### src/rtl/adr_pkg.sv
// Shared types, widths, register codes and the duty function for the
// averaging converter front end. No dependencies.
package adr_pkg;

  localparam int SAMPLE_W = 10;
  localparam int SUM_W    = 16;
  localparam int TALLY_W  = 7;
  localparam int CHAN_W   = 4;
  localparam int SLOPE_W  = 8;
  localparam int PROD_W   = SUM_W + SLOPE_W;
  localparam int ADDR_W   = 5;
  localparam int DATA_W   = 32;

  // Register indexes, taken from paddr[4:2].
  localparam logic [2:0] REG_ACC_COUNT  = 3'd0;
  localparam logic [2:0] REG_CHAN_TABLE = 3'd1;
  localparam logic [2:0] REG_VOLT_LOW   = 3'd2;
  localparam logic [2:0] REG_VOLT_HIGH  = 3'd3;
  localparam logic [2:0] REG_PWR_FULL   = 3'd4;
  localparam logic [2:0] REG_PWR_SLOPE  = 3'd5;
  localparam logic [2:0] REG_LED_FULL   = 3'd6;
  localparam logic [2:0] REG_LED_SLOPE  = 3'd7;

  // Reset values of the configuration registers.
  localparam logic [TALLY_W-1:0] ACC_COUNT_RST  = 7'd16;
  localparam logic [7:0]         CHAN_TABLE_RST = 8'h10;
  localparam logic [SUM_W-1:0]   VOLT_LOW_RST   = 16'h0000;
  localparam logic [SUM_W-1:0]   VOLT_HIGH_RST  = 16'hFFFF;

  typedef struct packed {
    logic [TALLY_W-1:0] accumulate_count;
    logic [7:0]         channel_table;
    logic [SUM_W-1:0]   voltage_low_limit;
    logic [SUM_W-1:0]   voltage_high_limit;
    logic [SUM_W-1:0]   power_duty_full;
    logic [SLOPE_W-1:0] power_slope;
    logic [SUM_W-1:0]   led_duty_full;
    logic [SLOPE_W-1:0] led_slope;
  } cfg_t;

  // One published sum on its way to the duty stage.
  typedef struct packed {
    logic              finished_slot;
    logic [SUM_W-1:0]  channel_sum;
    logic [CHAN_W-1:0] next_channel;
    logic [SUM_W-1:0]  volt;
  } pub_t;

  // Full below the low limit, zero at or above the high limit, otherwise
  // the distance to the high limit times the slope, saturated.
  function automatic logic [SUM_W-1:0] duty_calc(
    input logic [SUM_W-1:0]   v,
    input logic [SUM_W-1:0]   lo,
    input logic [SUM_W-1:0]   hi,
    input logic [SUM_W-1:0]   full,
    input logic [SLOPE_W-1:0] slope
  );
    logic [SUM_W-1:0]  diff;
    logic [PROD_W-1:0] prod;
    diff = hi - v;
    prod = diff * slope;
    if (v < lo) begin
      return full;
    end else if (v >= hi) begin
      return '0;
    end else if (|prod[PROD_W-1:SUM_W]) begin
      return '1;
    end else begin
      return prod[SUM_W-1:0];
    end
  endfunction

endpackage

### src/rtl/adr_if.sv
// Valid/ready stream interfaces for the sample and result channels.
// Depends on adr_pkg for the field widths.
interface adr_in_if;
  logic                          valid;
  logic                          ready;
  logic [adr_pkg::SAMPLE_W-1:0]  sample;
  modport source (output valid, output sample, input ready);
  modport sink   (input valid, input sample, output ready);
endinterface

interface adr_out_if;
  logic                        valid;
  logic                        ready;
  logic                        finished_slot;
  logic [adr_pkg::SUM_W-1:0]   channel_sum;
  logic [adr_pkg::CHAN_W-1:0]  next_channel;
  logic [adr_pkg::SUM_W-1:0]   power_duty;
  logic [adr_pkg::SUM_W-1:0]   led_duty;
  modport source (output valid, output finished_slot, output channel_sum,
                  output next_channel, output power_duty, output led_duty,
                  input ready);
  modport sink   (input valid, input finished_slot, input channel_sum,
                  input next_channel, input power_duty, input led_duty,
                  output ready);
endinterface

### src/rtl/adr_regs.sv
// APB-style configuration register file of the averaging front end.
// Depends on adr_pkg for the register codes and the cfg_t layout.
module adr_regs (
  input  logic                        clk,
  input  logic                        rst_n,
  input  logic                        psel,
  input  logic                        penable,
  input  logic                        pwrite,
  input  logic [adr_pkg::ADDR_W-1:0]  paddr,
  input  logic [adr_pkg::DATA_W-1:0]  pwdata,
  output logic [adr_pkg::DATA_W-1:0]  prdata,
  output logic                        pready,
  output adr_pkg::cfg_t               cfg
);

  adr_pkg::cfg_t cfg_r;
  adr_pkg::cfg_t cfg_nxt;
  logic          wr_en;
  logic [2:0]    reg_idx;

  assign pready  = 1'b1;
  assign wr_en   = psel & penable & pwrite;
  assign reg_idx = paddr[4:2];
  assign cfg     = cfg_r;

  always_comb begin
    cfg_nxt = cfg_r;
    if (wr_en) begin
      case (reg_idx)
        adr_pkg::REG_ACC_COUNT:  cfg_nxt.accumulate_count   = pwdata[adr_pkg::TALLY_W-1:0];
        adr_pkg::REG_CHAN_TABLE: cfg_nxt.channel_table      = pwdata[7:0];
        adr_pkg::REG_VOLT_LOW:   cfg_nxt.voltage_low_limit  = pwdata[adr_pkg::SUM_W-1:0];
        adr_pkg::REG_VOLT_HIGH:  cfg_nxt.voltage_high_limit = pwdata[adr_pkg::SUM_W-1:0];
        adr_pkg::REG_PWR_FULL:   cfg_nxt.power_duty_full    = pwdata[adr_pkg::SUM_W-1:0];
        adr_pkg::REG_PWR_SLOPE:  cfg_nxt.power_slope        = pwdata[adr_pkg::SLOPE_W-1:0];
        adr_pkg::REG_LED_FULL:   cfg_nxt.led_duty_full      = pwdata[adr_pkg::SUM_W-1:0];
        adr_pkg::REG_LED_SLOPE:  cfg_nxt.led_slope          = pwdata[adr_pkg::SLOPE_W-1:0];
        default:                 cfg_nxt = cfg_r;
      endcase
    end
  end

  always_ff @(posedge clk) begin
    if (!rst_n) begin
      cfg_r.accumulate_count   <= adr_pkg::ACC_COUNT_RST;
      cfg_r.channel_table      <= adr_pkg::CHAN_TABLE_RST;
      cfg_r.voltage_low_limit  <= adr_pkg::VOLT_LOW_RST;
      cfg_r.voltage_high_limit <= adr_pkg::VOLT_HIGH_RST;
      cfg_r.power_duty_full    <= '0;
      cfg_r.power_slope        <= '0;
      cfg_r.led_duty_full      <= '0;
      cfg_r.led_slope          <= '0;
    end else begin
      cfg_r <= cfg_nxt;
    end
  end

  always_comb begin
    prdata = '0;
    case (reg_idx)
      adr_pkg::REG_ACC_COUNT:  prdata = {25'd0, cfg_r.accumulate_count};
      adr_pkg::REG_CHAN_TABLE: prdata = {24'd0, cfg_r.channel_table};
      adr_pkg::REG_VOLT_LOW:   prdata = {16'd0, cfg_r.voltage_low_limit};
      adr_pkg::REG_VOLT_HIGH:  prdata = {16'd0, cfg_r.voltage_high_limit};
      adr_pkg::REG_PWR_FULL:   prdata = {16'd0, cfg_r.power_duty_full};
      adr_pkg::REG_PWR_SLOPE:  prdata = {24'd0, cfg_r.power_slope};
      adr_pkg::REG_LED_FULL:   prdata = {16'd0, cfg_r.led_duty_full};
      adr_pkg::REG_LED_SLOPE:  prdata = {24'd0, cfg_r.led_slope};
      default:                 prdata = '0;
    endcase
  end

endmodule

### src/rtl/adr_accum.sv
// Sample input register, per-slot summing and round-robin slot stepping.
// Depends on adr_pkg for cfg_t, pub_t and the field widths.
module adr_accum (
  input  logic                         clk,
  input  logic                         rst_n,
  input  logic                         in_valid,
  input  logic [adr_pkg::SAMPLE_W-1:0] in_sample,
  output logic                         in_ready,
  input  adr_pkg::cfg_t                cfg,
  output logic                         pub_valid,
  output adr_pkg::pub_t                pub,
  input  logic                         pub_take
);

  logic                         smp_v_r, smp_v_nxt;
  logic [adr_pkg::SAMPLE_W-1:0] smp_r;
  logic [adr_pkg::TALLY_W-1:0]  tally_r, tally_nxt;
  logic [adr_pkg::SUM_W-1:0]    sum_r, sum_nxt;
  logic                         slot_r, slot_nxt;
  logic [adr_pkg::SUM_W-1:0]    volt_r, volt_nxt;
  logic                         pub_v_r, pub_v_nxt;
  adr_pkg::pub_t                pub_r;
  adr_pkg::pub_t                pub_nxt;

  logic                         fire;
  logic                         in_take;
  logic [adr_pkg::SUM_W-1:0]    sum_add;
  logic [adr_pkg::TALLY_W-1:0]  tally_inc;
  logic                         done;

  assign fire      = smp_v_r & (~pub_v_r | pub_take);
  assign in_ready  = ~smp_v_r | fire;
  assign in_take   = in_valid & in_ready;
  assign sum_add   = sum_r + {{(adr_pkg::SUM_W-adr_pkg::SAMPLE_W){1'b0}}, smp_r};
  assign tally_inc = tally_r + 1'b1;
  // A count of zero, or one lowered below the tally, publishes at once.
  assign done      = (tally_inc >= cfg.accumulate_count);

  always_comb begin
    smp_v_nxt = in_take | (smp_v_r & ~fire);
    tally_nxt = tally_r;
    sum_nxt   = sum_r;
    slot_nxt  = slot_r;
    volt_nxt  = volt_r;
    pub_nxt   = pub_r;
    pub_v_nxt = pub_take ? 1'b0 : pub_v_r;
    if (fire) begin
      if (done) begin
        tally_nxt             = '0;
        sum_nxt               = '0;
        slot_nxt              = ~slot_r;
        pub_v_nxt             = 1'b1;
        pub_nxt.finished_slot = slot_r;
        pub_nxt.channel_sum   = sum_add;
        pub_nxt.next_channel  = slot_r ? cfg.channel_table[3:0]
                                       : cfg.channel_table[7:4];
        // Duties follow slot 0, the input voltage, just updated or not.
        if (!slot_r) begin
          volt_nxt     = sum_add;
          pub_nxt.volt = sum_add;
        end else begin
          pub_nxt.volt = volt_r;
        end
      end else begin
        tally_nxt = tally_inc;
        sum_nxt   = sum_add;
      end
    end
  end

  always_ff @(posedge clk) begin
    if (!rst_n) begin
      smp_v_r <= 1'b0;
      tally_r <= '0;
      sum_r   <= '0;
      slot_r  <= 1'b0;
      volt_r  <= '0;
      pub_v_r <= 1'b0;
    end else begin
      smp_v_r <= smp_v_nxt;
      tally_r <= tally_nxt;
      sum_r   <= sum_nxt;
      slot_r  <= slot_nxt;
      volt_r  <= volt_nxt;
      pub_v_r <= pub_v_nxt;
    end
  end

  always_ff @(posedge clk) begin
    if (in_take) begin
      smp_r <= in_sample;
    end
    pub_r <= pub_nxt;
  end

  assign pub_valid = pub_v_r;
  assign pub       = pub_r;

endmodule

### src/rtl/adr_duty.sv
// Duty computation from the input-voltage sum and the result register.
// Depends on adr_pkg for cfg_t, pub_t and duty_calc.
module adr_duty (
  input  logic                        clk,
  input  logic                        rst_n,
  input  logic                        pub_valid,
  input  adr_pkg::pub_t               pub,
  output logic                        pub_take,
  input  adr_pkg::cfg_t               cfg,
  output logic                        out_valid,
  input  logic                        out_ready,
  output logic                        out_finished_slot,
  output logic [adr_pkg::SUM_W-1:0]   out_channel_sum,
  output logic [adr_pkg::CHAN_W-1:0]  out_next_channel,
  output logic [adr_pkg::SUM_W-1:0]   out_power_duty,
  output logic [adr_pkg::SUM_W-1:0]   out_led_duty
);

  logic                       out_v_r, out_v_nxt;
  logic                       slot_r;
  logic [adr_pkg::SUM_W-1:0]  sum_r;
  logic [adr_pkg::CHAN_W-1:0] chan_r;
  logic [adr_pkg::SUM_W-1:0]  pwr_r, pwr_nxt;
  logic [adr_pkg::SUM_W-1:0]  led_r, led_nxt;
  logic                       load;

  assign pub_take  = ~out_v_r | out_ready;
  assign load      = pub_take & pub_valid;
  assign out_v_nxt = pub_take ? pub_valid : out_v_r;

  assign pwr_nxt = adr_pkg::duty_calc(pub.volt, cfg.voltage_low_limit,
                                      cfg.voltage_high_limit,
                                      cfg.power_duty_full, cfg.power_slope);
  assign led_nxt = adr_pkg::duty_calc(pub.volt, cfg.voltage_low_limit,
                                      cfg.voltage_high_limit,
                                      cfg.led_duty_full, cfg.led_slope);

  always_ff @(posedge clk) begin
    if (!rst_n) begin
      out_v_r <= 1'b0;
    end else begin
      out_v_r <= out_v_nxt;
    end
  end

  always_ff @(posedge clk) begin
    if (load) begin
      slot_r <= pub.finished_slot;
      sum_r  <= pub.channel_sum;
      chan_r <= pub.next_channel;
      pwr_r  <= pwr_nxt;
      led_r  <= led_nxt;
    end
  end

  assign out_valid         = out_v_r;
  assign out_finished_slot = slot_r;
  assign out_channel_sum   = sum_r;
  assign out_next_channel  = chan_r;
  assign out_power_duty    = pwr_r;
  assign out_led_duty      = led_r;

endmodule

### src/rtl/adc_average_duty_regulator.sv
// Top level of the averaging converter front end with duty regulation.
// Depends on adr_pkg, adr_if, adr_regs, adr_accum and adr_duty.
//
// Usage:
// The sample channel (in_bus) takes one 10-bit conversion result per
// transaction. Samples are summed for the current table slot; after
// accumulate_count samples the sum is published, the slot advances
// round-robin, and one transaction appears on the result channel
// (out_bus) carrying the finished slot, its sum, the converter channel to
// select next, and the power and LED duties derived from slot 0's sum.
// Samples that do not finish a slot produce no result transaction.
// The APB port writes and reads the eight configuration registers at
// byte addresses 4*i; pready is always high. Write registers only while
// the block is idle.
// The finishing sample passes through the input register, then the publish
// register, then the result register, before out_bus.valid rises.
// The block takes one sample per cycle while out_bus is not stalled; the
// pipeline has three register stages, each with its own valid bit.
// Reset (rst_n low, synchronous) clears the running and slot-0 sums, the
// tally, the slot and every valid bit, and restores the register defaults.
// When the receiver stalls, the result register holds its transaction; the
// stages behind it keep filling until they too are occupied, and only then
// does in_bus.ready drop.
module adc_average_duty_regulator (
  input  logic                        clk,
  input  logic                        rst_n,
  adr_in_if.sink                      in_bus,
  adr_out_if.source                   out_bus,
  input  logic                        psel,
  input  logic                        penable,
  input  logic                        pwrite,
  input  logic [adr_pkg::ADDR_W-1:0]  paddr,
  input  logic [adr_pkg::DATA_W-1:0]  pwdata,
  output logic [adr_pkg::DATA_W-1:0]  prdata,
  output logic                        pready
);

  adr_pkg::cfg_t cfg;
  adr_pkg::pub_t pub;
  logic          pub_valid;
  logic          pub_take;

  // Configuration registers behind the APB port.
  adr_regs u_regs (
    .clk     (clk),
    .rst_n   (rst_n),
    .psel    (psel),
    .penable (penable),
    .pwrite  (pwrite),
    .paddr   (paddr),
    .pwdata  (pwdata),
    .prdata  (prdata),
    .pready  (pready),
    .cfg     (cfg)
  );

  // Input register, running sum and slot stepping; emits one publish record
  // per finished slot.
  adr_accum u_accum (
    .clk       (clk),
    .rst_n     (rst_n),
    .in_valid  (in_bus.valid),
    .in_sample (in_bus.sample),
    .in_ready  (in_bus.ready),
    .cfg       (cfg),
    .pub_valid (pub_valid),
    .pub       (pub),
    .pub_take  (pub_take)
  );

  // Duty computation (two 16x8 multiplies) into the result register.
  adr_duty u_duty (
    .clk               (clk),
    .rst_n             (rst_n),
    .pub_valid         (pub_valid),
    .pub               (pub),
    .pub_take          (pub_take),
    .cfg               (cfg),
    .out_valid         (out_bus.valid),
    .out_ready         (out_bus.ready),
    .out_finished_slot (out_bus.finished_slot),
    .out_channel_sum   (out_bus.channel_sum),
    .out_next_channel  (out_bus.next_channel),
    .out_power_duty    (out_bus.power_duty),
    .out_led_duty      (out_bus.led_duty)
  );

endmodule

### src/flat_wrapper.sv
// flat-port wrapper written by rule: the top's interface ports become plain ports
module adc_average_duty_regulator_flat 
  (clk, rst_n, psel, penable, pwrite, paddr, pwdata, prdata, pready, in_bus_valid, in_bus_sample, in_bus_ready, out_bus_valid, out_bus_finished_slot, out_bus_channel_sum, out_bus_next_channel, out_bus_power_duty, out_bus_led_duty, out_bus_ready);
  adr_in_if in_bus_i ();
  adr_out_if out_bus_i ();
  input  logic clk;
  input  logic rst_n;
  input  logic psel;
  input  logic penable;
  input  logic pwrite;
  input  logic [adr_pkg::ADDR_W-1:0] paddr;
  input  logic [adr_pkg::DATA_W-1:0] pwdata;
  output logic [adr_pkg::DATA_W-1:0] prdata;
  output logic pready;
  input wire logic [$bits(in_bus_i.valid)-1:0] in_bus_valid;
  input wire logic [$bits(in_bus_i.sample)-1:0] in_bus_sample;
  output wire logic [$bits(in_bus_i.ready)-1:0] in_bus_ready;
  output wire logic [$bits(out_bus_i.valid)-1:0] out_bus_valid;
  output wire logic [$bits(out_bus_i.finished_slot)-1:0] out_bus_finished_slot;
  output wire logic [$bits(out_bus_i.channel_sum)-1:0] out_bus_channel_sum;
  output wire logic [$bits(out_bus_i.next_channel)-1:0] out_bus_next_channel;
  output wire logic [$bits(out_bus_i.power_duty)-1:0] out_bus_power_duty;
  output wire logic [$bits(out_bus_i.led_duty)-1:0] out_bus_led_duty;
  input wire logic [$bits(out_bus_i.ready)-1:0] out_bus_ready;
  assign in_bus_i.valid = in_bus_valid;
  assign in_bus_i.sample = in_bus_sample;
  assign in_bus_ready = in_bus_i.ready;
  assign out_bus_valid = out_bus_i.valid;
  assign out_bus_finished_slot = out_bus_i.finished_slot;
  assign out_bus_channel_sum = out_bus_i.channel_sum;
  assign out_bus_next_channel = out_bus_i.next_channel;
  assign out_bus_power_duty = out_bus_i.power_duty;
  assign out_bus_led_duty = out_bus_i.led_duty;
  assign out_bus_i.ready = out_bus_ready;
  adc_average_duty_regulator u_core (.clk(clk), .rst_n(rst_n), .in_bus(in_bus_i), .out_bus(out_bus_i), .psel(psel), .penable(penable), .pwrite(pwrite), .paddr(paddr), .pwdata(pwdata), .prdata(prdata), .pready(pready));
endmodule
### config.mk
export PLATFORM = sky130hd
export DESIGN_NAME = adc_average_duty_regulator_flat
export DESIGN_NICKNAME = d
export VERILOG_FILES = /design/src/rtl/adr_pkg.sv /design/src/rtl/adr_if.sv /design/src/rtl/adr_regs.sv /design/src/rtl/adr_accum.sv /design/src/rtl/adr_duty.sv /design/src/rtl/adc_average_duty_regulator.sv /design/src/flat_wrapper.sv
export SDC_FILE = /design/constraint.sdc
export NUM_CORES = 1
export LEC_CHECK = 0
export ABC_CLOCK_PERIOD_IN_PS = 14400
export BUFFER_PORTS_ARGS = -buffer_cell sky130_fd_sc_hd__buf_4
export CAP_MARGIN = 10
export CORE_ASPECT_RATIO = 1.25
export CORE_MARGIN = 2
export CORE_UTILIZATION = 65
export CTS_BUF_LIST = sky130_fd_sc_hd__clkbuf_4
export CTS_CLUSTER_SIZE = 8
export DETAILED_ROUTE_END_ITERATION = 8
export PLACE_DENSITY = 0.94
export SLEW_MARGIN = 5
export SYNTH_ARGS = -nofsm -noshare
export SYNTH_HDL_FRONTEND = slang
export SYNTH_SLANG_ARGS = --single-unit
### constraint.sdc
create_clock -name clk -period 14.4 [get_ports clk]
set_input_delay 2.88 -clock clk [delete_from_list [all_inputs] [get_ports clk]]
set_output_delay 2.88 -clock clk [all_outputs]
set_load 0.1 [all_outputs]
# After elaboration in Yosys (flattened, before gate mapping)
# Cells that the tools add are included.
totals:
  inputBits: 54
  register_bits: 238
  output_inout_bits: 88
  elab_cells: 81
op_classes:
  n_reduce_logical: 12
  addsub: 3
  mul: 2
  n_eq_ne: 7
  muxes: 14
  n_bitwise: 15
  magnitude_cmp: 3
op_table:
  columns: ["op", "count"]
  rows:
  - ["$pmux 32 s8", 1]
  - ["$mux 16", 8]
  - ["$mul 16x8->24", 2]
  - ["$reduce_and 2->1", 9]
  - ["$add 16x10->16", 1]
  - ["$ge 16x16->1", 1]
  - ["$lt 16x16->1", 1]
  - ["$reduce_or 8->1", 2]
  - ["$sub 16x16->16", 1]
  - ["$eq 3x3->1 const B", 4]
  - ["$add 7x1->7 const B", 1]
  - ["$ge 7x7->1", 1]
  - ["$mux 7", 1]
  - ["$and 1x1->1", 6]
  - ["$eq 3x2->1 const B", 2]
  - ["$not 1->1", 5]
  - ["$mux 4", 1]
  - ["$or 1x1->1", 4]
  - ["$eq 3x1->1 const B", 1]
  - ["$logic_not 3->1", 1]
  - ["$mux 1", 3]

# Logic depth before layout (Yosys ltp)
depth:
  depth_word: 7
  mapped_depth: 32
  ltp_nobuf: 29

# Modules after synthesis
# From an unflattened synthesis, not the netlist that was laid out.
hier_totals:
  cells_unflattened: 2129
  hier_area_um2: 19812.8
modules_own_cells:
  columns: ["module", "instances", "cells_each", "seq_area_each_um2", "area_per_inst_um2"]
  rows:
  - ["adr_duty", 1, 1219, 1611.5, 11243.3]
  - ["adr_regs", 1, 543, 1901.8, 4508.1]
  - ["adr_accum", 1, 367, 2252.2, 4061.4]

# Least setup slack after synthesis
# OpenSTA, ideal clock, no wires.
synth_timing:
  path_kind: "input-to-output"
  startpoint: "input paddr[3] in the netlist's numbering"
  endpoint: "output prdata[6] in the netlist's numbering"
  t_arrival_ns: 5.597
  required_time_ns: 11.520
  path_stages: 5
  path_buffers: 3
  setup_slack_ns: 5.923
  cell_sequence: "clkbuf_1 buf_1 clkbuf_1 o21ai_0 a21oi_1"
synth_between:
  elab_chain_len: 2
  word_cells_on_any_way: 9
  classes_between: "eq/ne (7); mux (1); reduce/logical (1)"
synth_rtl:
  columns: ["element", "line", "rtl"]
  rows:
  - ["start, declared", "flat_wrapper.sv:11", "input logic [adr_pkg::ADDR_W-1:0] paddr;"]
  - ["$eq 3x3->1 (tied with other cells)", "adr_regs.sv:60", "case (reg_idx)"]
  - ["$pmux 32 s8 *", "adr_regs.sv:60", null]
  - ["end, declared", "flat_wrapper.sv:13", "output logic [adr_pkg::DATA_W-1:0] prdata;"]
# Every way passes the cells marked *; elsewhere a longest branch is shown, timed or not. The select of a mux whose other input is x is not followed.

# Worst setup path after layout
layout_timing:
  startpoint: "register u_core.u_accum.pub_r, in the netlist u_core.u_accum.pub[1]"
  endpoint: "register u_core.u_duty.led_r, in the netlist u_core.u_duty.out_led_duty[7], data pin"
layout_between:
  elab_chain_len: 6
  word_cells_on_any_way: 8
  classes_between: "add/sub (1); mul (1); order compare (2); mux (3); reduce/logical (1)"
layout_rtl:
  columns: ["element", "line", "rtl"]
  rows:
  - ["start, declared", "adr_accum.sv:22", "adr_pkg::pub_t pub_r;"]
  - ["start signal, assigned", "adr_accum.sv:93", "pub_r <= pub_nxt;"]
  - ["$sub 16x16->16", "adr_pkg.sv:60", "diff = hi - v;"]
  - ["$mul 16x8->24", "adr_pkg.sv:61", "prod = diff * slope;"]
  - ["$reduce_or 8->1", "adr_pkg.sv:66", "end else if (|prod[PROD_W-1:SUM_W]) begin"]
  - ["$mux 16", "adr_pkg.sv:66", null]
  - ["$mux 16", "adr_pkg.sv:64", "end else if (v >= hi) begin"]
  - ["$mux 16 *", "adr_pkg.sv:62", "if (v < lo) begin"]
  - ["net u_core.u_duty.led_nxt (one bit)", "adr_duty.sv:24", "logic [adr_pkg::SUM_W-1:0] led_r, led_nxt;"]
  - ["end signal, assigned", "adr_duty.sv:52", "led_r <= led_nxt;"]
  - ["end, declared", "adr_duty.sv:24", null]
# Mark *: on every way through the listed nets, which the timed path passes. The rest lies on a longest branch.
# A chain may end at the register's enable or synchronous reset.

==> reports/results.txt <==
Yosys printed 0 warnings. The number of antenna violations at the first check in global routing was 1. The pre-antenna-repair detailed-routing pass consisted of 6 iterations. The sum of net half-perimeters after detailed placement came out at 38.2 mm.

In this run, flip-flops and latches consume 48.3% of the power. The run gives 53 as the number of buffers created by CTS. After synthesis, the mean cell area works out to 9.31 sq um. The cell area after synthesis is 0.0198 sq mm, and the highest achievable clock rate is 123 MHz.

Cells fill 71.8% of the core in the end. For the static leakage, the log shows 9.72 nW. The endpoint required time on the critical path was 14860 ps. Global routing used 57.6% of the available met2 tracks.

Per report_power, the clock group accounts for 38.5% of the total. The tools report the number of maximum-capacitance constraint violations as 0. The run finished with clean final reports.

Of the total power, combinational logic draws 13.2%. For the starting density of the core, the log shows 66.0%. The worst hold path begins at u_core.u_accum.pub[16]. Global routing consumed, on the met3 layer, 5.25% of the routing resources. Headroom to the max-slew limit came out at 19.2%. The signed area change from the synthesized netlist to the final layout is 8.90%, and the maximum buffer depth of the clock tree is 3. Counting instances, the worst hold path has a depth of 0. The count of antenna-violating nets left after detailed routing came out at 0.

TritonCTS built the clock tree. Dividing the detail-routed wire length by the instance count gives 19.7 microns. The tools report the final-report hold violation count as 0.

The cell with the biggest individual delay on the critical path was sky130_fd_sc_hd__fa_1. Grouping stages by cell kind, the critical path spends the most delay in adder cells. The floorplan step set the die width to 160 microns.

The min-delay analysis places its worst path in the category flip-flop to flip-flop. After global routing the overflow that remains totals 0. In this run the core area contains 71 standard-cell rows. The clock input transition at the sequential cells of the worst setup and hold paths is 70 ps. The completed layout was analyzed and its total power is 1.49 mW. In the routed design, unresolved DRC markers number 0. The global routing stage identified its most utilized layer as met2. Synthesis instantiated 76 different standard cells from the library. The worst register-to-register path begins at u_core.u_accum.pub[1]. In this run, the number of DRC markers left after iteration 0 of detailed routing was 1524. In this run the vertical extent of the chip is 199 microns.

Counting cells, the worst reg-to-reg path comes to 30. The total wire length came out at 52.2 mm. Of the synthesized area, sequential elements account for 29.1%. Tracing the worst setup path back leads to its startpoint at u_core.u_accum.pub[1]. For hold timing, the worst endpoint is u_core.u_duty.out_next_channel[0]. Setup repair after global routing left no endpoint under its margin. The core region is 0.0300 sq mm.

The peak fanout along the critical path is 16, and the setup total negative slack is 0 ps. The tools report the global-route track usage on met1 as 37.3%. For this design, the sink count on the clock tree is 238.

The H-tree was split into 2 levels. The buffering stage count on the worst path with inverters included is 6. The highest ir drop seen on vdd was 0.102 mV; the overall die area was 0.0319 sq mm. The run gives 2126 as the post-synthesis cell count. The tools report the capture point of the worst reg-to-reg path as u_core.u_duty.out_led_duty[7].

Of the total power, the share spent switching nets is 28.1%. At the later pin of the worst-skew pair, clock insertion delay measures 750 ps. For the wire length of the first global-routing pass, the log shows 83.3 mm.

Internal power consumption: 1.07 mW. The net switching component of the power is 0.418 mW, and the placer congestion estimate is 0.955. After layout, the worst path uses 56.3% of the clock period. Buffers added to address setup during post-CTS repair amount to 0.

The critical path is of the flip-flop to flip-flop type. For this design, the CTS-stage hold fixing added 0 buffers. For the final database, setup skew stands at 90.5 ps. For the number of max-slew violations in the final report, the log shows 0. The count of flip-flops with a built-in enable after synthesis was 100.

Across every metal layer, demand over resource in global routing totals 33.2%. The smallest clock period supported by the final layout is computed as 8100 ps. The number of instances resized during post-cts repair is 0, and the total setup violations reported at the end of the flow is 0. For the register-to-register setup slack, the log shows 6300 ps. Detailed routing inserted a total of 16.1k vias. Of the cells placed in the final design, the portion with a size suffix greater than 1 is 11.4%. In the synthesized netlist the dominant register cell turns out to be sky130_fd_sc_hd__dfxtp_1.

At the pin with the least slew margin, the transition time is 1210 ps. At the end of the flow, the number of nets in the layout was 2561. Pin placement for this block handled 142 I/O pins. The number of vias per cell is 6.08, and the pin count of the biggest net entering global routing is 143. The arrival time at the worst endpoint was 8560 ps. The tools report the number of global-route vias before repair as 16.6k. Clock tree root buffer cell: sky130_fd_sc_hd__clkbuf_4. For this design the ratio of total power to cell area is 69.1 mW/mm^2. For this run, the slowest stage of the critical path takes 580 ps.

Port buffering added 106 buffers. The worst setup path is captured at a flip-flop. The number of storage elements in the synthesis netlist works out to 238. For this run, asynchronously set or reset flops after synthesis account for 0%.

STA classifies the critical path startpoint as a flip-flop.
power by group through the flow:
stage          sequential [mW]  clock, mW  combinational (mW)
3_3_place_gp             0.734          0               0.186
6_report                 0.719      0.574               0.197
3_5_place_dp             0.734          0               0.191
4_1_cts                  0.719      0.580               0.192
2_1_floorplan            0.732          0               0.143
5_1_grt                  0.720      0.611               0.207
registers in the layout, summed over array words and instances (netlist names):
signal,cells
u_core.u_duty.out_channel_sum,16
u_core.u_accum.smp_r,10
u_core.u_accum.smp_v_r,1
u_core.u_duty.out_next_channel,4
u_core.u_duty.out_finished_slot,1
u_core.u_accum.slot_r,1
u_core.u_accum.tally_r,7
u_core.u_regs.cfg,95
u_core.u_duty.out_valid,1
u_core.u_accum.volt_r,16
u_core.u_accum.sum_r,16
u_core.u_duty.out_led_duty,16
u_core.u_accum.pub,37
u_core.u_duty.out_power_duty,16
u_core.u_accum.pub_valid,1
per-stage QoR:
step	setup slack, ps	cell area, sq um	std cells	hold slack, ps
after floorplan	5920	19900	2141	400
after global placement	6510	20800	2546	405
after detailed placement	6400	20800	2546	407
after CTS	6390	21600	2645	420
after global routing	5790	21600	2646	414
final	6300	21600	2646	405
cell usage in the layout, fill, tap and decap left out, types with 9 or more instances in the layout:
master	netlist	layout
sky130_fd_sc_hd__nor2_1	54	53
sky130_fd_sc_hd__and2_1	156	156
sky130_fd_sc_hd__nor3_1	27	27
sky130_fd_sc_hd__o22ai_1	12	12
sky130_fd_sc_hd__a31oi_1	9	9
sky130_fd_sc_hd__a21oi_1	80	80
sky130_fd_sc_hd__a221o_1	32	32
sky130_fd_sc_hd__a21boi_0	47	47
sky130_fd_sc_hd__fa_1	170	170
sky130_fd_sc_hd__mux2_2	18	18
sky130_fd_sc_hd__a21o_1	28	28
sky130_fd_sc_hd__a21boi_1	20	20
sky130_fd_sc_hd__o21ai_0	46	46
sky130_fd_sc_hd__nand2_1	262	262
sky130_fd_sc_hd__buf_4	18	127
sky130_fd_sc_hd__xnor2_1	46	41
sky130_fd_sc_hd__clkinv_1	0	15
sky130_fd_sc_hd__nor2b_1	83	82
sky130_fd_sc_hd__nand3_1	52	52
sky130_fd_sc_hd__o21ai_1	11	11
sky130_fd_sc_hd__mux2i_1	52	52
sky130_fd_sc_hd__edfxtp_1	100	100
sky130_fd_sc_hd__xor2_1	14	14
sky130_fd_sc_hd__conb_1	2	17
sky130_fd_sc_hd__o21a_1	18	18
sky130_fd_sc_hd__clkbuf_4	0	76
sky130_fd_sc_hd__nand2b_1	21	21
sky130_fd_sc_hd__dfxtp_1	138	138
sky130_fd_sc_hd__ha_1	137	137
sky130_fd_sc_hd__inv_1	256	256
Yosys cell counts, types with 54 or more instances:
library cell               instances  share of area (%)
sky130_fd_sc_hd__a21oi_1          80                2.0
sky130_fd_sc_hd__and2_1          156                4.9
sky130_fd_sc_hd__clkbuf_1         95                1.8
sky130_fd_sc_hd__dfxtp_1         138                 14
sky130_fd_sc_hd__edfxtp_1        100                 15
sky130_fd_sc_hd__fa_1            170                 17
sky130_fd_sc_hd__ha_1            137                8.7
sky130_fd_sc_hd__inv_1           256                4.9
sky130_fd_sc_hd__nand2_1         262                5.0
sky130_fd_sc_hd__nor2_1           54                1.0
sky130_fd_sc_hd__nor2b_1          83                2.6
logic make-up (layout without fill, tap and decap cells):
group                    after synthesis  in the layout  synth area share (%)
multiplexers                          76             76                  4.28
other                                  2             18                0.0379
XOR/XNOR                              60             60                  2.65
buffers and inverters                381            484                  7.61
adder cells (fa/ha/maj)              307            307                  25.8
flip-flops                           238            238                  29.1
AND/OR/NAND/NOR                      695            695                  17.6
AO/OA/AOI/OAI                        367            367                  12.9
routing by layer:
layer / vias up / routed length, microns
li1: 7220 / -
met1: 7785 / 18500
met2: 858 / 25700
met3: 235 / 3970
met4: 0 / 4070
met5: - / 0
how the worst max path moves through the flow:
stage                                               end  slack, ps  depth (start not counted)
after global routing      u_core.u_duty.out_led_duty[7]       5790                         30
after CTS                 u_core.u_duty.out_led_duty[7]       6390                         30
after floorplan                               prdata[6]       5920                          5
after detailed placement  u_core.u_duty.out_led_duty[5]       6400                         30
after global placement    u_core.u_duty.out_led_duty[5]       6510                         30
final                     u_core.u_duty.out_led_duty[7]       6300                         30
worst register-to-register path: cells and delay by family (launching register included):
kind / cells / cell delay (ps)
adder cells (fa/ha/maj): 6 / 2720
AO/OA/AOI/OAI: 10 / 2420
AND/OR/NAND/NOR: 6 / 1170
buffers and inverters: 6 / 780
flip-flops: 1 / 440
XOR/XNOR: 2 / 300
final cells by class:
type / instances / area, sq um
Antenna cell: 1 / 2.50
Timing Repair Buffer: 127 / 953
Inverter: 258 / 968
Sequential cell: 238 / 5770
Clock inverter: 23 / 170
Clock buffer: 76 / 571
Multi-Input combinational cell: 1522 / 12600
Fill cell: 2148 / 8460
Tap cell: 401 / 502
(Power assumes the default switching activity.)
